<file path="src/rtl/rmch_pkg.sv">
// Shared constants, types and helper functions of the ray mesh closest-hit block.
package rmch_pkg;

	localparam int MAX_TRIS  = 256;
	localparam int FRAC_BITS = 16;
	localparam int TRI_W     = $clog2(MAX_TRIS);
	localparam int CNT_W     = $clog2(MAX_TRIS + 1);
	localparam int IDX_W     = $clog2(3 * MAX_TRIS);
	localparam int PROD_W    = 64 - FRAC_BITS;
	localparam int ACC_W     = PROD_W + 3;
	localparam int INT_BITS  = 31 - FRAC_BITS;
	localparam int QB        = 31;
	localparam int NSTEPS    = 24;
	localparam int STEP_W    = $clog2(NSTEPS);

	localparam logic [1:0] CORNER_NONE = 2'd3;

	// operand vectors of the product sequencer
	localparam logic [2:0] V_DIR = 3'd0;
	localparam logic [2:0] V_E1  = 3'd1;
	localparam logic [2:0] V_E2  = 3'd2;
	localparam logic [2:0] V_D   = 3'd3;
	localparam logic [2:0] V_S1  = 3'd4;
	localparam logic [2:0] V_S2  = 3'd5;

	// destinations of a finished sum
	localparam logic [2:0] DST_S1  = 3'd0;
	localparam logic [2:0] DST_S2  = 3'd1;
	localparam logic [2:0] DST_DET = 3'd2;
	localparam logic [2:0] DST_N1  = 3'd3;
	localparam logic [2:0] DST_N2  = 3'd4;
	localparam logic [2:0] DST_NT  = 3'd5;

	typedef logic [2:0][31:0] vec_t;

	typedef struct packed {
		logic [2:0] av;
		logic [1:0] ac;
		logic [2:0] bv;
		logic [1:0] bc;
		logic       first;
		logic       neg;
		logic       last;
		logic [2:0] dst;
		logic [1:0] dc;
	} step_t;

	typedef struct packed {
		logic                    we;
		logic [IDX_W-1:0]        idx;
		logic [TRI_W-1:0]        slot;
		logic [7:0]              mat;
		vec_t                    pt;
	} wr_t;

	typedef struct packed {
		logic                    done;
		logic signed [ACC_W-1:0] det;
		logic signed [ACC_W-1:0] n1;
		logic signed [ACC_W-1:0] n2;
		logic signed [ACC_W-1:0] nt;
	} dots_t;

	typedef struct packed {
		logic              done;
		logic signed [31:0] t;
	} div_res_t;

	localparam logic signed [ACC_W-1:0] I32_MAX = {{(ACC_W-32){1'b0}}, 32'h7fffffff};
	localparam logic signed [ACC_W-1:0] I32_MIN = {{(ACC_W-32){1'b1}}, 32'h80000000};

	function automatic logic [31:0] sat32(input logic signed [ACC_W-1:0] v);
		logic [31:0] r;
		if (v > I32_MAX)
			r = 32'h7fffffff;
		else if (v < I32_MIN)
			r = 32'h80000000;
		else
			r = v[31:0];
		return r;
	endfunction

	function automatic logic [31:0] sub_sat32(input logic [31:0] a, input logic [31:0] b);
		logic [32:0] d;
		logic [31:0] r;
		d = {a[31], a} - {b[31], b};
		if (d[32] != d[31])
			r = d[32] ? 32'h80000000 : 32'h7fffffff;
		else
			r = d[31:0];
		return r;
	endfunction

	function automatic vec_t vsub_sat(input vec_t a, input vec_t b);
		vec_t r;
		for (int i = 0; i < 3; i++)
			r[i] = sub_sat32(a[i], b[i]);
		return r;
	endfunction

	function automatic step_t mk(input logic [2:0] av, input logic [1:0] ac,
			input logic [2:0] bv, input logic [1:0] bc, input logic first,
			input logic neg, input logic last, input logic [2:0] dst,
			input logic [1:0] dc);
		step_t s;
		s.av = av; s.ac = ac; s.bv = bv; s.bc = bc;
		s.first = first; s.neg = neg; s.last = last; s.dst = dst; s.dc = dc;
		return s;
	endfunction

	// s1 = dir x e2, s2 = d x e1, then det, n1, n2, nt as dot products
	function automatic step_t step_rom(input logic [STEP_W-1:0] k);
		step_t s;
		unique case (k)
			5'd0:  s = mk(V_DIR, 2'd1, V_E2, 2'd2, 1'b1, 1'b0, 1'b0, DST_S1, 2'd0);
			5'd1:  s = mk(V_DIR, 2'd2, V_E2, 2'd1, 1'b0, 1'b1, 1'b1, DST_S1, 2'd0);
			5'd2:  s = mk(V_DIR, 2'd2, V_E2, 2'd0, 1'b1, 1'b0, 1'b0, DST_S1, 2'd1);
			5'd3:  s = mk(V_DIR, 2'd0, V_E2, 2'd2, 1'b0, 1'b1, 1'b1, DST_S1, 2'd1);
			5'd4:  s = mk(V_DIR, 2'd0, V_E2, 2'd1, 1'b1, 1'b0, 1'b0, DST_S1, 2'd2);
			5'd5:  s = mk(V_DIR, 2'd1, V_E2, 2'd0, 1'b0, 1'b1, 1'b1, DST_S1, 2'd2);
			5'd6:  s = mk(V_D,   2'd1, V_E1, 2'd2, 1'b1, 1'b0, 1'b0, DST_S2, 2'd0);
			5'd7:  s = mk(V_D,   2'd2, V_E1, 2'd1, 1'b0, 1'b1, 1'b1, DST_S2, 2'd0);
			5'd8:  s = mk(V_D,   2'd2, V_E1, 2'd0, 1'b1, 1'b0, 1'b0, DST_S2, 2'd1);
			5'd9:  s = mk(V_D,   2'd0, V_E1, 2'd2, 1'b0, 1'b1, 1'b1, DST_S2, 2'd1);
			5'd10: s = mk(V_D,   2'd0, V_E1, 2'd1, 1'b1, 1'b0, 1'b0, DST_S2, 2'd2);
			5'd11: s = mk(V_D,   2'd1, V_E1, 2'd0, 1'b0, 1'b1, 1'b1, DST_S2, 2'd2);
			5'd12: s = mk(V_S1,  2'd0, V_E1, 2'd0, 1'b1, 1'b0, 1'b0, DST_DET, 2'd0);
			5'd13: s = mk(V_S1,  2'd1, V_E1, 2'd1, 1'b0, 1'b0, 1'b0, DST_DET, 2'd0);
			5'd14: s = mk(V_S1,  2'd2, V_E1, 2'd2, 1'b0, 1'b0, 1'b1, DST_DET, 2'd0);
			5'd15: s = mk(V_D,   2'd0, V_S1, 2'd0, 1'b1, 1'b0, 1'b0, DST_N1, 2'd0);
			5'd16: s = mk(V_D,   2'd1, V_S1, 2'd1, 1'b0, 1'b0, 1'b0, DST_N1, 2'd0);
			5'd17: s = mk(V_D,   2'd2, V_S1, 2'd2, 1'b0, 1'b0, 1'b1, DST_N1, 2'd0);
			5'd18: s = mk(V_DIR, 2'd0, V_S2, 2'd0, 1'b1, 1'b0, 1'b0, DST_N2, 2'd0);
			5'd19: s = mk(V_DIR, 2'd1, V_S2, 2'd1, 1'b0, 1'b0, 1'b0, DST_N2, 2'd0);
			5'd20: s = mk(V_DIR, 2'd2, V_S2, 2'd2, 1'b0, 1'b0, 1'b1, DST_N2, 2'd0);
			5'd21: s = mk(V_E2,  2'd0, V_S2, 2'd0, 1'b1, 1'b0, 1'b0, DST_NT, 2'd0);
			5'd22: s = mk(V_E2,  2'd1, V_S2, 2'd1, 1'b0, 1'b0, 1'b0, DST_NT, 2'd0);
			5'd23: s = mk(V_E2,  2'd2, V_S2, 2'd2, 1'b0, 1'b0, 1'b1, DST_NT, 2'd0);
			default: s = '0;
		endcase
		return s;
	endfunction

endpackage

</file>
<file path="src/rtl/rmch_div.sv">
// Restoring divider, one quotient bit per cycle, giving the saturated Q16.16 hit distance.
module rmch_div (
	input  logic                       clk,
	input  logic                       arst_n,
	input  logic                       start,
	input  logic                       neg,
	input  logic [rmch_pkg::ACC_W-1:0] num,
	input  logic [rmch_pkg::ACC_W-1:0] den,
	output rmch_pkg::div_res_t         res
);

	localparam int AW    = rmch_pkg::ACC_W;
	localparam int EXT_W = AW + rmch_pkg::INT_BITS;
	localparam int REM_W = AW + rmch_pkg::FRAC_BITS;
	localparam int DSH_W = AW + rmch_pkg::QB - 1;
	localparam int CW    = $clog2(rmch_pkg::QB);

	logic [REM_W-1:0]          rem_q;
	logic [DSH_W-1:0]          dsh_q;
	logic [rmch_pkg::QB-1:0]   quo_q;
	logic [CW-1:0]             cnt_q;
	logic                      run_q;
	logic                      neg_q;
	logic                      done_q;
	logic signed [31:0]        t_q;

	logic       ge;
	logic       over;
	logic [31:0] qfull;

	always_comb begin
		over = EXT_W'(num) >= (EXT_W'(den) << rmch_pkg::INT_BITS);
		ge   = DSH_W'(rem_q) >= dsh_q;
		qfull = {1'b0, quo_q[rmch_pkg::QB-2:0], ge};
	end

	always_ff @(posedge clk or negedge arst_n) begin
		if (!arst_n) begin
			run_q  <= 1'b0;
			done_q <= 1'b0;
		end else begin
			done_q <= 1'b0;
			if (start) begin
				run_q  <= !over;
				done_q <= over;
			end else if (run_q && cnt_q == '0) begin
				run_q  <= 1'b0;
				done_q <= 1'b1;
			end
		end
	end

	always_ff @(posedge clk) begin
		if (start) begin
			rem_q <= REM_W'(num) << rmch_pkg::FRAC_BITS;
			dsh_q <= DSH_W'(den) << (rmch_pkg::QB - 1);
			quo_q <= '0;
			cnt_q <= CW'(rmch_pkg::QB - 1);
			neg_q <= neg;
			t_q   <= neg ? 32'sh80000000 : 32'sh7fffffff;
		end else if (run_q) begin
			if (ge)
				rem_q <= rem_q - dsh_q[REM_W-1:0];
			dsh_q <= dsh_q >> 1;
			quo_q <= qfull[rmch_pkg::QB-1:0];
			cnt_q <= cnt_q - 1'b1;
			if (cnt_q == '0)
				t_q <= neg_q ? -$signed(qfull) : $signed(qfull);
		end
	end

	assign res.done = done_q;
	assign res.t    = t_q;

endmodule

</file>
<file path="config.mk">
export PLATFORM = sky130hd
export DESIGN_NAME = rmch_div
export DESIGN_NICKNAME = d
export VERILOG_FILES = /design/src/rtl/rmch_pkg.sv /design/src/rtl/rmch_div.sv
export SDC_FILE = /design/constraint.sdc
export NUM_CORES = 1
export LEC_CHECK = 0
export ABC_AREA = 1
export BUFFER_PORTS_ARGS = -buffer_cell sky130_fd_sc_hd__clkbuf_2
export CAP_MARGIN = 10
export CORE_ASPECT_RATIO = 2
export CORE_MARGIN = 5
export CORE_UTILIZATION = 61
export CTS_CLUSTER_SIZE = 8
export DETAILED_ROUTE_END_ITERATION = 7
export GPL_TIMING_DRIVEN = 0
export PLACE_DENSITY = 0.82
export SETUP_SLACK_MARGIN = 0.15
export SKIP_CTS_REPAIR_TIMING = 1
export SLEW_MARGIN = 10
export SYNTH_ARGS = -nofsm -noshare
export SYNTH_HDL_FRONTEND = slang
export SYNTH_SLANG_ARGS = --single-unit
</file>
<file path="constraint.sdc">
create_clock -name clk -period 3.85 [get_ports clk]
set_clock_uncertainty 0.05 [all_clocks]
set_input_delay 0.385 -clock clk [delete_from_list [all_inputs] [get_ports clk]]
set_output_delay 0.385 -clock clk [all_outputs]
set_load 0.1 [all_outputs]
</file>
[Word level (Yosys, flattened, before mapping)]
Cells that the tools add are included.
Word-level totals
  word-level logic and storage cells: 39
  RAM bits: 0
  latch bits: 0
  memories: 0
  output and inout port bits: 33
  flip-flop bits (word level): 218
  bits in read-only memories: 0
Cells by class
  mux-type cells: 14
  magnitude comparators: 2
  reduce and logical (&&, ||, !) cells: 10
  shifts and indexed selects: 0
  bitwise operators: 0
  divide/modulo/power cells: 0
  $add $sub $neg: 3
  $mul: 0
  eq/ne operators: 0
Operators with widths (number)
  $mux W67: 3
  $mux W81: 2
  $mux W32: 5
  $ge A67 B81 Y1: 1
  $sub A67 B67 Y67: 1
  $ge A51 B66 Y1: 1
  $neg A31 Y32: 1
  $reduce_bool A2 Y1: 4
  $reduce_and A2 Y1: 3
  $logic_not A5 Y1: 1
  $sub A5 B1 Y5 const B: 1
  $mux W1: 4
  $logic_and A1 B1 Y1: 1
  $logic_not A1 Y1: 1

[Longest topological paths before layout]
  depth in word-level cells: 6
  mapped depth: 27

[Worst setup path before layout]
Ideal clock, no wire load.
  kind: register -> register
  from: register rem_q[39]
  to: register t_q[30] (data pin)
  data required time: 3.530 ns
  slack: 0.514 ns
  period minus slack after synthesis: 3.336 ns
  arrival time: 3.015 ns
  library setup time: 0.270 ns
  cell stages (with the launch flop): 25
  path buffers: 0
  cells stage by stage: edfxtp_1 ha_1 nand2_1 inv_2 a21oi_1 nand2_1 nand2_1 nand2_1 nor2_1 nand2_2 nand3_1 nand2_1 inv_1 ha_1 nand3_1 nor2_1 nand2_1 inv_1 nand2_1 nand2_1 o21ai_0 o21bai_1 a21oi_1 xor2_1 o21ai_0
Between the ends
  cells in the longest elaborated chain, start to end: 6
Ends and longest elaborated chain
  start: declaration: RTL line rmch_div.sv:18  | logic [REM_W-1:0] rem_q;
  start signal: assignment: RTL line rmch_div.sv:55  | rem_q <= REM_W'(num) << rmch_pkg::FRAC_BITS;
  start signal: assignment: RTL line rmch_div.sv:63  | rem_q <= rem_q - dsh_q[REM_W-1:0];
  $ge A67 B81 Y1: RTL line rmch_div.sv:33  | ge = DSH_W'(rem_q) >= dsh_q;
  $neg A31 Y32: RTL line rmch_div.sv:68  | t_q <= neg_q ? -$signed(qfull) : $signed(qfull);
  $mux W32: RTL line rmch_div.sv:68
  $mux W32: RTL line rmch_div.sv:67  | if (cnt_q == '0)
  $mux W32: RTL line rmch_div.sv:61  | end else if (run_q) begin
  $mux W32: RTL line rmch_div.sv:54  | if (start) begin
  end signal: assignment: RTL line rmch_div.sv:60  | t_q <= neg ? 32'sh80000000 : 32'sh7fffffff;
  end signal: assignment: RTL line rmch_div.sv:68
  end: declaration: RTL line rmch_div.sv:25  | logic signed [31:0] t_q;
No other way between the ends. The select of a mux whose other input is x is not followed.
A chain may end at the register's enable or synchronous reset.

[Worst setup path after layout]
  from: register dsh_q[56]
  to: register t_q[30] (data pin)
Between the ends
  cells in the longest elaborated chain, start to end: 6
Ends and longest elaborated chain
  start: declaration: RTL line rmch_div.sv:19  | logic [DSH_W-1:0] dsh_q;
  start signal: assignment: RTL line rmch_div.sv:56  | dsh_q <= DSH_W'(den) << (rmch_pkg::QB - 1);
  start signal: assignment: RTL line rmch_div.sv:64  | dsh_q <= dsh_q >> 1;
  $ge A67 B81 Y1: RTL line rmch_div.sv:33
  $neg A31 Y32: RTL line rmch_div.sv:68
  $mux W32: RTL line rmch_div.sv:68
  $mux W32: RTL line rmch_div.sv:67
  $mux W32: RTL line rmch_div.sv:61
  $mux W32: RTL line rmch_div.sv:54
No other way between the ends. The select of a mux whose other input is x is not followed.

==> impl_results.md <==
- Worst Path Max Fanout: 6
- Worst path cell trace: inv_1 -> ha_4 -> a21o_1 -> nor2_2 -> nand2_2 -> nand2_1 -> nand2_1 -> a21oi_2 -> nand2_4 -> inv_2 -> ha_4 -> nand3_4 -> nor2_4 -> nand2_2 -> inv_2 -> nand2_1 -> nand2_2 -> o21ai_4 -> o21bai_4 -> a21oi_2 -> xor2_1 -> o21ai_1
- Area leader, netlist: edfxtp_1
- Io pins: 139
- Synth top cells by count: nand2_1 (388), inv_1 (321), nor2_1 (174)
- Final Non-Filler Cells: 2468
- CP delay by family, top: simple AND/OR/NAND/NOR gates
- WP data arrival: 3.90 ns
- # port buffers: 138
- WHS: 0.006653 ns
- Clk_lat worst skew: 0.58 ns
- HPWL reported at the end of detailed placement: 42650 um
- Largest net degree at the start of global routing: 61
- Syn avg cell area: 7.582 sq um
- Cells after Synth: 1965
- Drt total wl: 56740 um
- Sink Count: 218
- Synthesis-to-finish area growth: 20.58%
- Final setup viols: 0
- Max Cap Violations: 0
- Die Y: 231.0 um
- Number of synthesis warnings: 0
- Via density per instance: 6.226
- Tot Pwr: 7113 uW
- Unrepaired setup endpoints after global routing: no
- Routability Congestion: 1.046
- Min-delay worst type: input port to flip-flop
- Most common cell in the netlist: nand2_1
- Initial detailed-routing violation count: 1249
- Unique masters post-synth: 59
- Mapped Area: 14900 sq um
- CTS buffer count: 31
- R2R depth: 22
- Post-layout minimum cycle time: 3.651 ns
- Die Area: 27840 sq um
- Cell Rows: 81
- Register Area: 5727 sq um
- CP max-delay cell: edfxtp_1
- Clock Path Buffers: 3
- Root Buffer: clkbuf_16
- WL per Instance: 22.99 um
- Worst-Margin Slew: 1.337 ns
- Footprint of the multi-input gates: 8678 sq um
- Reg2reg setup slack: 0.20 ns
- Antenna Nets Post-Route: 0
- Pins Over Slew Limit: 0
- Core area: 24320 sq um
- Sum of negative setup slack: 0 ns
- PwrDens: 396.0 nW/um^2
- Buf/Inv on CP: 3
- Width of the die: 120.5 um
- Layout cells sized above 1: 18.46%
- FF+latch count, synth: 218
- Gr ovfl total: 0
- Worst setup SP type: flip-flop
- Hold path depth: 1
- Worst flop-to-flop path startpoint: dsh_q[56]
- Number of cells on the critical path: 22
- Critical Path End Type: flip-flop
- Initial Utilization: 61.25%
- Vias in the first global route: 15540
- FILL cells: 1841
- CTS clk-pin slew, worst paths: 0.06 ns
- Slowest stage delay, CP: 0.37 ns
- Worst r2r dst: t_q[30]
- Top_reg_cell synth: edfxtp_1
- CTS tree: done
- Routed vias: 15370
- Gr usage total: 38.32%
- Post-route clock period utilization: 94.82%
- Peak VDD IR: 0.0004396 V
- Hold_sp: neg
- Asr flop ratio synth: 0.9174%
- Top cells by area, synth: edfxtp_1 (27%), dfxtp_1 (11%), nand2_1 (9.8%)
- Fmax: 273.9 MHz
- Number of instances in the placed design: 2394
- Hold worst-path end: neg_q
- Outcome: completed
- Syn_nets: 2177
- First-pass GRT wire length: 81490 um
- Initial antenna violation count: 0
- Top cell type's share of synthesized area: 27.21%
- Diode count: 0
- Critical path start-end classification: flip-flop to flip-flop
- First-pass iteration count of the detailed router: 6
- DRC: 0
- Slew headroom: 9.926%
- CP Data Required Time: 4.10 ns
- Pleak: 0.007908 uW
- Number of synthesized flops with an enable pin: 135
- Sequential area share after synthesis: 38.43%
- Fin. Hold Viols: 0
- Final nets: 2366
- H-tree levels: 1
## worst max path at each step
| stage | startpoint | end |
|---|---|---|
| after floorplan | rem_q[39] | t_q[30] |
| after detailed placement | dsh_q[47] | t_q[30] |
| after global placement | dsh_q[48] | t_q[30] |
| final | dsh_q[56] | t_q[30] |
| after CTS | dsh_q[47] | t_q[30] |
| after global routing | rem_q[28] | t_q[30] |
## stage by stage
stage	area (sq um)	setup WS [ns]	util, %
3_3_place_gp	15950	-0.8744	65.58
5_1_grt	17960	0.01040	73.85
6_report	17960	0.1993	73.85
4_1_cts	16850	-0.9517	69.29
2_1_floorplan	14900	0.5144	-
3_5_place_dp	15980	-0.9345	65.68
## layout make-up
class / count / area share, %
clock buffers: 56 / 4.841
clock inverters: 1 / 0.04179
flip-flops and latches: 218 / 31.88
inverters: 332 / 6.965
repair buffers: 156 / 4.695
well taps: 290 / 2.020
multi-input cells: 1369 / 48.31
plain buffers: 46 / 1.247
## routing by layer
| layer | track usage, % | wire length (um) | vias up |
|---|---|---|---|
| met1 | 33.07 | 16830 | 7145 |
| li1 | - | - | 7013 |
| met3 | 5.714 | 3209 | 373 |
| met2 | 73.10 | 30220 | 834 |
| met4 | 34.33 | 6479 | 0 |
| met5 | 0 | 0 | - |
## logic make-up after synthesis
family,synth area share (%)
xor gates and xnor gates,3.527
and+or+nand+nor,21.46
AOI/OAI and AO/OA,17.75
adders and majority gates,8.953
DFF,38.43
buffers and inverters,9.877
## cells in the final DEF, fill, tap and decap left out, types with 19 or more instances in the layout
| cell | count |
|---|---|
| inv_1 | 301 |
| nand4_1 | 23 |
| xnor2_1 | 27 |
| nor3_1 | 21 |
| nand3_1 | 74 |
| o21ai_1 | 23 |
| dfxtp_1 | 80 |
| inv_2 | 29 |
| nand2_1 | 354 |
| clkbuf_16 | 31 |
| clkbuf_2 | 138 |
| clkbuf_1 | 56 |
| ha_1 | 53 |
| xor2_1 | 33 |
| a21oi_1 | 110 |
| ha_4 | 48 |
| edfxtp_1 | 135 |
| o22ai_1 | 106 |
| nand2_2 | 44 |
| a21oi_2 | 19 |
| nor2_1 | 161 |
| o21ai_0 | 122 |
## flip-flops by register name (all words and copies together) (netlist names)
| name | count |
|---|---|
| cnt_q | 5 |
| done_q | 1 |
| dsh_q | 81 |
| neg_q | 1 |
| quo_q | 30 |
| rem_q | 67 |
| run_q | 1 |
| t_q | 32 |
## power breakdown
part           total (uW)  switching (uW)  internal, uW
Clock                2530            1040          1500
Sequential           2690            61.9          2630
Combinational        1890            1290           599
Total                7110            2390          4720
## worst register-to-register path, delay by kind of cell, from the launching register on
family | cells | cell delay [ns]
fa+ha+maj | 2 | 0.39
simple gates | 10 | 1.10
compound gates | 6 | 0.98
xor+xnor | 1 | 0.15
flops | 1 | 0.37
buf+inv | 3 | 0.35
Power figures use the tool's default switching activity.
