## src/rtl/rmch_pkg.sv

```systemverilog
// Shared constants, types and helper functions of the ray mesh closest-hit block.
package rmch_pkg;

	localparam int MAX_TRIS  = 256;
	localparam int FRAC_BITS = 16;
	localparam int TRI_W     = $clog2(MAX_TRIS);
	localparam int CNT_W     = $clog2(MAX_TRIS + 1);
	localparam int IDX_W     = $clog2(3 * MAX_TRIS);
	localparam int PROD_W    = 64 - FRAC_BITS;
	localparam int ACC_W     = PROD_W + 3;
	localparam int INT_BITS  = 31 - FRAC_BITS;
	localparam int QB        = 31;
	localparam int NSTEPS    = 24;
	localparam int STEP_W    = $clog2(NSTEPS);

	localparam logic [1:0] CORNER_NONE = 2'd3;

	// operand vectors of the product sequencer
	localparam logic [2:0] V_DIR = 3'd0;
	localparam logic [2:0] V_E1  = 3'd1;
	localparam logic [2:0] V_E2  = 3'd2;
	localparam logic [2:0] V_D   = 3'd3;
	localparam logic [2:0] V_S1  = 3'd4;
	localparam logic [2:0] V_S2  = 3'd5;

	// destinations of a finished sum
	localparam logic [2:0] DST_S1  = 3'd0;
	localparam logic [2:0] DST_S2  = 3'd1;
	localparam logic [2:0] DST_DET = 3'd2;
	localparam logic [2:0] DST_N1  = 3'd3;
	localparam logic [2:0] DST_N2  = 3'd4;
	localparam logic [2:0] DST_NT  = 3'd5;

	typedef logic [2:0][31:0] vec_t;

	typedef struct packed {
		logic [2:0] av;
		logic [1:0] ac;
		logic [2:0] bv;
		logic [1:0] bc;
		logic       first;
		logic       neg;
		logic       last;
		logic [2:0] dst;
		logic [1:0] dc;
	} step_t;

	typedef struct packed {
		logic                    we;
		logic [IDX_W-1:0]        idx;
		logic [TRI_W-1:0]        slot;
		logic [7:0]              mat;
		vec_t                    pt;
	} wr_t;

	typedef struct packed {
		logic                    done;
		logic signed [ACC_W-1:0] det;
		logic signed [ACC_W-1:0] n1;
		logic signed [ACC_W-1:0] n2;
		logic signed [ACC_W-1:0] nt;
	} dots_t;

	typedef struct packed {
		logic              done;
		logic signed [31:0] t;
	} div_res_t;

	localparam logic signed [ACC_W-1:0] I32_MAX = {{(ACC_W-32){1'b0}}, 32'h7fffffff};
	localparam logic signed [ACC_W-1:0] I32_MIN = {{(ACC_W-32){1'b1}}, 32'h80000000};

	function automatic logic [31:0] sat32(input logic signed [ACC_W-1:0] v);
		logic [31:0] r;
		if (v > I32_MAX)
			r = 32'h7fffffff;
		else if (v < I32_MIN)
			r = 32'h80000000;
		else
			r = v[31:0];
		return r;
	endfunction

	function automatic logic [31:0] sub_sat32(input logic [31:0] a, input logic [31:0] b);
		logic [32:0] d;
		logic [31:0] r;
		d = {a[31], a} - {b[31], b};
		if (d[32] != d[31])
			r = d[32] ? 32'h80000000 : 32'h7fffffff;
		else
			r = d[31:0];
		return r;
	endfunction

	function automatic vec_t vsub_sat(input vec_t a, input vec_t b);
		vec_t r;
		for (int i = 0; i < 3; i++)
			r[i] = sub_sat32(a[i], b[i]);
		return r;
	endfunction

	function automatic step_t mk(input logic [2:0] av, input logic [1:0] ac,
			input logic [2:0] bv, input logic [1:0] bc, input logic first,
			input logic neg, input logic last, input logic [2:0] dst,
			input logic [1:0] dc);
		step_t s;
		s.av = av; s.ac = ac; s.bv = bv; s.bc = bc;
		s.first = first; s.neg = neg; s.last = last; s.dst = dst; s.dc = dc;
		return s;
	endfunction

	// s1 = dir x e2, s2 = d x e1, then det, n1, n2, nt as dot products
	function automatic step_t step_rom(input logic [STEP_W-1:0] k);
		step_t s;
		unique case (k)
			5'd0:  s = mk(V_DIR, 2'd1, V_E2, 2'd2, 1'b1, 1'b0, 1'b0, DST_S1, 2'd0);
			5'd1:  s = mk(V_DIR, 2'd2, V_E2, 2'd1, 1'b0, 1'b1, 1'b1, DST_S1, 2'd0);
			5'd2:  s = mk(V_DIR, 2'd2, V_E2, 2'd0, 1'b1, 1'b0, 1'b0, DST_S1, 2'd1);
			5'd3:  s = mk(V_DIR, 2'd0, V_E2, 2'd2, 1'b0, 1'b1, 1'b1, DST_S1, 2'd1);
			5'd4:  s = mk(V_DIR, 2'd0, V_E2, 2'd1, 1'b1, 1'b0, 1'b0, DST_S1, 2'd2);
			5'd5:  s = mk(V_DIR, 2'd1, V_E2, 2'd0, 1'b0, 1'b1, 1'b1, DST_S1, 2'd2);
			5'd6:  s = mk(V_D,   2'd1, V_E1, 2'd2, 1'b1, 1'b0, 1'b0, DST_S2, 2'd0);
			5'd7:  s = mk(V_D,   2'd2, V_E1, 2'd1, 1'b0, 1'b1, 1'b1, DST_S2, 2'd0);
			5'd8:  s = mk(V_D,   2'd2, V_E1, 2'd0, 1'b1, 1'b0, 1'b0, DST_S2, 2'd1);
			5'd9:  s = mk(V_D,   2'd0, V_E1, 2'd2, 1'b0, 1'b1, 1'b1, DST_S2, 2'd1);
			5'd10: s = mk(V_D,   2'd0, V_E1, 2'd1, 1'b1, 1'b0, 1'b0, DST_S2, 2'd2);
			5'd11: s = mk(V_D,   2'd1, V_E1, 2'd0, 1'b0, 1'b1, 1'b1, DST_S2, 2'd2);
			5'd12: s = mk(V_S1,  2'd0, V_E1, 2'd0, 1'b1, 1'b0, 1'b0, DST_DET, 2'd0);
			5'd13: s = mk(V_S1,  2'd1, V_E1, 2'd1, 1'b0, 1'b0, 1'b0, DST_DET, 2'd0);
			5'd14: s = mk(V_S1,  2'd2, V_E1, 2'd2, 1'b0, 1'b0, 1'b1, DST_DET, 2'd0);
			5'd15: s = mk(V_D,   2'd0, V_S1, 2'd0, 1'b1, 1'b0, 1'b0, DST_N1, 2'd0);
			5'd16: s = mk(V_D,   2'd1, V_S1, 2'd1, 1'b0, 1'b0, 1'b0, DST_N1, 2'd0);
			5'd17: s = mk(V_D,   2'd2, V_S1, 2'd2, 1'b0, 1'b0, 1'b1, DST_N1, 2'd0);
			5'd18: s = mk(V_DIR, 2'd0, V_S2, 2'd0, 1'b1, 1'b0, 1'b0, DST_N2, 2'd0);
			5'd19: s = mk(V_DIR, 2'd1, V_S2, 2'd1, 1'b0, 1'b0, 1'b0, DST_N2, 2'd0);
			5'd20: s = mk(V_DIR, 2'd2, V_S2, 2'd2, 1'b0, 1'b0, 1'b1, DST_N2, 2'd0);
			5'd21: s = mk(V_E2,  2'd0, V_S2, 2'd0, 1'b1, 1'b0, 1'b0, DST_NT, 2'd0);
			5'd22: s = mk(V_E2,  2'd1, V_S2, 2'd1, 1'b0, 1'b0, 1'b0, DST_NT, 2'd0);
			5'd23: s = mk(V_E2,  2'd2, V_S2, 2'd2, 1'b0, 1'b0, 1'b1, DST_NT, 2'd0);
			default: s = '0;
		endcase
		return s;
	endfunction

endpackage

```

## src/rtl/rmch_mac.sv

```systemverilog
// Shared multiplier and accumulator that forms the cross and dot products of one triangle.
module rmch_mac (
	input  logic            clk,
	input  logic            arst_n,
	input  logic            start,
	input  rmch_pkg::vec_t  dir,
	input  rmch_pkg::vec_t  d,
	input  rmch_pkg::vec_t  e1,
	input  rmch_pkg::vec_t  e2,
	output rmch_pkg::dots_t res
);

	localparam int AW = rmch_pkg::ACC_W;
	localparam int PW = rmch_pkg::PROD_W;

	logic [rmch_pkg::STEP_W-1:0] step_q;
	logic                        run_q;
	logic                        vld_s1;
	rmch_pkg::step_t             ctl_s1;
	logic signed [PW-1:0]        prod_s1;
	logic signed [AW-1:0]        acc_q;
	rmch_pkg::vec_t              s1_q;
	rmch_pkg::vec_t              s2_q;
	logic signed [AW-1:0]        det_q, n1_q, n2_q, nt_q;
	logic                        done_q;

	rmch_pkg::step_t   st;
	rmch_pkg::vec_t    va, vb;
	logic signed [31:0] a, b;
	logic signed [63:0] prod;
	logic signed [AW-1:0] term, acc_n;

	function automatic rmch_pkg::vec_t pick(input logic [2:0] v, input rmch_pkg::vec_t dir_i,
			input rmch_pkg::vec_t e1_i, input rmch_pkg::vec_t e2_i, input rmch_pkg::vec_t d_i,
			input rmch_pkg::vec_t s1_i, input rmch_pkg::vec_t s2_i);
		rmch_pkg::vec_t r;
		unique case (v)
			rmch_pkg::V_DIR: r = dir_i;
			rmch_pkg::V_E1:  r = e1_i;
			rmch_pkg::V_E2:  r = e2_i;
			rmch_pkg::V_D:   r = d_i;
			rmch_pkg::V_S1:  r = s1_i;
			rmch_pkg::V_S2:  r = s2_i;
			default:         r = '0;
		endcase
		return r;
	endfunction

	always_comb begin
		st   = rmch_pkg::step_rom(step_q);
		va   = pick(st.av, dir, e1, e2, d, s1_q, s2_q);
		vb   = pick(st.bv, dir, e1, e2, d, s1_q, s2_q);
		a    = (st.ac == 2'd3) ? 32'sd0 : $signed(va[st.ac[1:0]]);
		b    = (st.bc == 2'd3) ? 32'sd0 : $signed(vb[st.bc[1:0]]);
		prod = a * b;
		// floor rounding of the Q product is the arithmetic shift
		term  = AW'(prod_s1);
		if (ctl_s1.neg)
			term = -term;
		acc_n = ctl_s1.first ? term : acc_q + term;
	end

	always_ff @(posedge clk or negedge arst_n) begin
		if (!arst_n) begin
			step_q <= '0;
			run_q  <= 1'b0;
			vld_s1 <= 1'b0;
			done_q <= 1'b0;
		end else begin
			vld_s1 <= run_q;
			done_q <= vld_s1 && ctl_s1.last && (ctl_s1.dst == rmch_pkg::DST_NT);
			if (start) begin
				step_q <= '0;
				run_q  <= 1'b1;
			end else if (run_q) begin
				step_q <= step_q + 1'b1;
				if (step_q == rmch_pkg::STEP_W'(rmch_pkg::NSTEPS - 1))
					run_q <= 1'b0;
			end
		end
	end

	always_ff @(posedge clk) begin
		prod_s1 <= prod[63:rmch_pkg::FRAC_BITS];
		ctl_s1  <= st;
		if (vld_s1) begin
			acc_q <= acc_n;
			if (ctl_s1.last) begin
				unique case (ctl_s1.dst)
					rmch_pkg::DST_S1:  s1_q[ctl_s1.dc] <= rmch_pkg::sat32(acc_n);
					rmch_pkg::DST_S2:  s2_q[ctl_s1.dc] <= rmch_pkg::sat32(acc_n);
					rmch_pkg::DST_DET: det_q <= acc_n;
					rmch_pkg::DST_N1:  n1_q  <= acc_n;
					rmch_pkg::DST_N2:  n2_q  <= acc_n;
					rmch_pkg::DST_NT:  nt_q  <= acc_n;
					default: ;
				endcase
			end
		end
	end

	assign res.done = done_q;
	assign res.det  = det_q;
	assign res.n1   = n1_q;
	assign res.n2   = n2_q;
	assign res.nt   = nt_q;

endmodule

```

## config.mk

```make
export PLATFORM = sky130hd
export DESIGN_NAME = rmch_mac
export DESIGN_NICKNAME = d
export VERILOG_FILES = /design/src/rtl/rmch_pkg.sv /design/src/rtl/rmch_mac.sv
export SDC_FILE = /design/constraint.sdc
export NUM_CORES = 2
export LEC_CHECK = 0
export ABC_AREA = 0
export BUFFER_PORTS_ARGS = -buffer_cell sky130_fd_sc_hd__clkbuf_2
export CORE_MARGIN = 2
export CORE_UTILIZATION = 30
export DETAILED_ROUTE_END_ITERATION = 6
export MAX_ROUTING_LAYER = met4
export PLACE_DENSITY = 0.55
export SLEW_MARGIN = 20
export SYNTH_ARGS = -nofsm -noshare
export SYNTH_HDL_FRONTEND = slang
export SYNTH_SLANG_ARGS = --single-unit
```

## constraint.sdc

```tcl
create_clock -name clk -period 29.4 [get_ports clk]
set_input_delay 4.41 -clock clk [delete_from_list [all_inputs] [get_ports clk]]
set_output_delay 4.41 -clock clk [all_outputs]
set_load 0.005 [all_outputs]
```

# Yosys cells after proc, flatten, opt, wreduce, memory -nomap -nowiden
# Memories as Yosys holds them, arrays and structs flattened.
# Index checks and enable logic that the tools add are counted.
# totals
output_inout_bits	205
rom_bits	576
register_bits	511
input_bits	387
mem_count	1
wordCells	90
# op_classes
reduce_logical	13
mux	27
eq_ne	18
add_sub_neg	3
magnitude_cmp	6
multipliers	1
# mem_list
memory	words	word_bits	rd	rd_clocked_by_memory_dff	wr	line_no	text
(name not given)	32	18	1	0	0	rmch_pkg.sv:114	unique case (k)
# ops
op	count
case mux 96 bit (6 select lines)	2
2-to-1 mux 32 bit	13
bitwise mux 96 bit	2
binary-select mux 32 bit (select 2 bit)	2
2-to-1 mux 51 bit	2
demux 32 bit (select 2 bit)	1
multiplier 32 x 32 -> 64 bit	1
adder 51 bit	1
greater-than comparator 51 x 32 -> 1 bit, second input constant	1
less-than comparator 51 x 32 -> 1 bit, second input constant	1
negation 48 -> 51 bit	1
equality test 3 x 2 -> 1 bit, second input constant	6
equality test 3 bit, second input constant	6
AND reduction 3 bit	6
2-to-1 mux 5 bit	2
equality test 3 x 1 -> 1 bit, second input constant	3
zero test 3 bit	3
less-than comparator 2 x 3 -> 1 bit, second input constant	3
adder 5 x 1 -> 5 bit, second input constant	1
equality test 5 bit, second input constant	1
equality test 2 bit, second input constant	2
logical AND 1 bit	3
2-to-1 mux 1 bit	3
greater-or-equal comparator 2 x 1 -> 1 bit, second input constant	1
nonzero test 2 bit	1

# Logic depth before layout (Yosys ltp)
# logic_depth
ltp_word	11
mapped_depth	45
depth_no_buf	40

# Worst setup path after synthesis
# Ideal clock, no wire load.
# synth_path
path_type	in2reg
start	in dir[63] (netlist bit)
end	reg prod_s1[46]
path_stages	30
setup_time_ns	0.123
arrival_ns	12.668
required_ns	29.277
path_buffers	2
slack_ns	16.608
path_cell_list	a221o_1 > a221oi_1 > a21oi_1 > and3_1 > clkbuf_1 > nand2_1 > inv_1 > fa_1 > fa_1 > fa_1 > fa_1 > inv_1 > fa_1 > inv_1 > fa_1 > fa_1 > fa_1 > ha_1 > clkbuf_1 > a21o_1 > a21o_1 > a21oi_1 > nor2b_1 > o21ai_0 > o21ai_0 > o31ai_4 > o21ai_1 > a221oi_1 > o21bai_1 > xor2_1
# synth_between
elab_chain_cells	5
elab_cells_between_ends	9
classes_between	1 x mul; 8 x mux
# synth_lines
element	line_no	text
from (decl)	rmch_mac.sv:6	input rmch_pkg::vec_t dir,
case mux 96 bit (6 select lines)	rmch_mac.sv:37	unique case (v)
binary-select mux 32 bit (select 2 bit) (on tied branches)	rmch_mac.sv:53, rmch_mac.sv:54	
2-to-1 mux 32 bit (on tied branches) (2 in series)	rmch_mac.sv:53, rmch_mac.sv:54	
multiplier 32 x 32 -> 64 bit (*)	rmch_mac.sv:55	prod = a * b;
via prod[62]	rmch_mac.sv:30	logic signed [63:0] prod;
to (signal assigned)	rmch_mac.sv:84	prod_s1 <= prod[63:rmch_pkg::FRAC_BITS];
to (decl)	rmch_mac.sv:20	logic signed [PW-1:0] prod_s1;
# Mark *: on every way through the listed nets, which the timed path passes. The rest lies on a longest branch. The select of a mux whose other input is x is not followed.
# A chain may end at the register's enable or synchronous reset.

# Worst setup path in the final report
# layout_path
start	in e2[0] (netlist bit)
end	reg prod_s1[46]
# layout_between
elab_chain_cells	5
elab_cells_between_ends	9
classes_between	1 x mul; 8 x mux
# layout_lines
element	line_no	text
from (decl)	rmch_mac.sv:9	input rmch_pkg::vec_t e2,
case mux 96 bit (6 select lines)	rmch_mac.sv:37	
binary-select mux 32 bit (select 2 bit) (on tied branches)	rmch_mac.sv:53, rmch_mac.sv:54	
2-to-1 mux 32 bit (on tied branches) (2 in series)	rmch_mac.sv:53, rmch_mac.sv:54	
multiplier 32 x 32 -> 64 bit (*)	rmch_mac.sv:55	
via prod[62]	rmch_mac.sv:30	
# Marks and branches as above.

==> out/results.ini <==
[status]
status = complete, but fails checks
violations = DRC

[critical_path]
regToRegEndpoint = prod_s1[46]$_DFF_P_
crit_path_start_kind = input pin
arrival_ps = 14270
crit_end = prod_s1[46]$_DFF_P_
cpPeakStageDelay_ps = 940
r2r_start = step_q[1]$_DFFE_PN0P_
critPathCaptureType = flop
path_max_fanout = 30
crit_type = in2reg
critical_path.most_common_cell = fa_1
rrSetupSlack_ps = 15950
worstPathRequired_ps = 29960
cpMaxStageDelayCell = fa_1
ff2ff_path_depth = 39
critPathLaunch = e2[0]

[logic_synthesis]
async_flop_share = 0.0157
synthesis.nets = 8067
yosysUniqueCellTypes = 115
synth-edff-count = 447
synth.avg_cell_area_sq_um = 9.85
ys_seq_area_frac = 0.235
syn_inst = 6361
synth-seq-cells = 511
synth_area_leaders = fa_1 35%, edfxtp_1 21%, inv_1 6.7%
synthFlopType = edfxtp_1
yosys.area.top_type_share = 0.346
yosysWarnings = 0
synth_area_leader_cell = fa_1
syn_area_sq_um = 62600

[drt]
m1WireLength_um = 108000
first_iter_violations = 6977
dr_wl_met3_um = 32200
wl_um = 273000
dr.pass1.iters = 7
dr_wl_met2_um = 121000
drcViolationCount = 129
routed.top_layer = met4
drtAntennaViolNets = 0
vias_per_cell = 5.46
routedWlPerCell_um = 28.3
dr_total_vias = 52800

[global_routing]
grt_pass1_vias = 54500
grt_pass1_wl_um = 390000
grt_max_degree = 69
antenna_found_initial = 60
grt_overflow_total = 0
grt_usage = 0.262

[finish]
seq_area_sq_um = 14700
final_layout_size_suffix_gt1_frac = 0.150
layout_common_cells = 1112 x inv_1, 1083 x fa_1, 656 x nand2_1
final_common_cell = inv_1
fin_nets = 8481
n_fill_cell = 21300
multi_input_comb_area_sq_um = 42700
area_growth_pct = 13.5

[floorplanning]
rows = 167
die_h_um = 461
coreArea_sq_um = 207000
die_area_sq_um = 212000
fp.dieW_um = 461
start_util = 0.302
num_io_pins = 592

[sta]
setup_viol = 0
clock.fmax_mhz = 72.9
hold_viol = 0
fin_crit_sh = 0.466
skew_ps = 59.6
rsz0062_at_grt = no
finalWorstSetupSlack_ps = 15690
worstMarginPinSlew_ps = 1180
finalCriticalPeriod_ps = 13710
slew_viol_final = 0
max_slew_margin = 0.215
setup_tns_ps = 0
worst_hold_slack_ps = 588

[cts]
cts_tree = done
cts_sinks = 511
cts_resized = 0
cts_buffer_depth = 3
post-cts-setup-buffer-count = 0
clockRootBuffer = clkbuf_16
cts_made_buffers = 54
cts_hold_buffers = 0
clock_latency_ps = 690
cts.clk_slew.worst_paths_ps = 70
cts_max_level = 2

[flow_run]
maxCapViolCount = 0

[place]
dp_hpwl_um = 207000
io_buffer_count = 591
dp_slack_ps = 14970
gp_congestion = 0.984

[min_path]
hp-class = reg2reg

[sequential cells by signal, summed over array words and instances (netlist names)]
name,flops
s1_q,96
s2_q,96
acc_q,51
det_q,51
n1_q,51
n2_q,51
nt_q,51
prod_s1,48
ctl_s1,8
step_q,5
done_q,1
run_q,1
vld_s1,1
[worst max-delay path, delay by kind of cell]
kind	cells	cell delay, ps
adders and majority gates	9	4880
AOI/OAI and AO/OA	13	3120
buffers and inverters	5	1290
and+or+nand+nor	3	350
xor gates and xnor gates	1	150
[final cells by class]
cell class | instances | share of cell area
multi-input cells | 4347 | 0.600
flip-flops and latches | 511 | 0.207
inverters | 1121 | 0.0592
repair buffers | 740 | 0.0573
well taps | 2788 | 0.0491
clock buffers | 69 | 0.0202
clock inverters | 32 | 0.00523
diodes | 47 | 0.00165
[metrics by stage]
stage / cells / util / cell area (sq um)
finish: 9655 / 0.343 / 71100
global placement: 9507 / 0.334 / 69200
CTS: 9608 / 0.342 / 71000
detailed placement: 9507 / 0.334 / 69200
floorplan: 6361 / - / 62600
global route: 9653 / 0.343 / 71100
[routing by layer]
metal	vias to the layer above	global-route usage
li1	21800	-
met1	27400	0.330
met2	3067	0.389
met3	571	0.0829
met4	0	0.103
met5	-	-
[cell families (layout without fill, tap and decap cells)]
kind of cell    Yosys count  in the layout  synth area share
compound gates         1168           1168             0.136
xor+xnor                143            143            0.0201
fa+ha+maj              1319           1319             0.393
buf+inv                1503           1962            0.0915
flops                   511            511             0.235
mux                      31             31           0.00525
other cells               0             47                 0
simple gates           1686           1686             0.119
[worst min path at each step]
| stage | from | end | slack [ps] | cells past startpoint |
|---|---|---|---|---|
| after CTS | run_q$_DFF_PN0_ | vld_s1$_DFF_PN0_ | 590 | 0 |
| final | run_q$_DFF_PN0_ | vld_s1$_DFF_PN0_ | 590 | 0 |
| after detailed placement | run_q$_DFF_PN0_ | vld_s1$_DFF_PN0_ | 570 | 0 |
| after floorplan | run_q$_DFF_PN0_ | vld_s1$_DFF_PN0_ | 350 | 0 |
| after global placement | run_q$_DFF_PN0_ | vld_s1$_DFF_PN0_ | 580 | 0 |
| after global routing | run_q$_DFF_PN0_ | vld_s1$_DFF_PN0_ | 630 | 0 |
[synthesized netlist by cell type, types with 42 or more instances]
| library cell | count |
|---|---|
| fa_1 | 1083 |
| a222oi_1 | 94 |
| nor2_1 | 625 |
| nand2b_1 | 42 |
| clkbuf_1 | 318 |
| nand2_1 | 656 |
| dfxtp_1 | 56 |
| a21o_1 | 113 |
| a22oi_1 | 140 |
| a21oi_1 | 211 |
| ha_1 | 236 |
| edfxtp_1 | 447 |
| xnor2_1 | 102 |
| o21ai_0 | 186 |
| nand3_1 | 72 |
| inv_1 | 1113 |
Power is not shown: default switching activity piles up to over one toggle a cycle in this logic, so the estimate is an artifact.
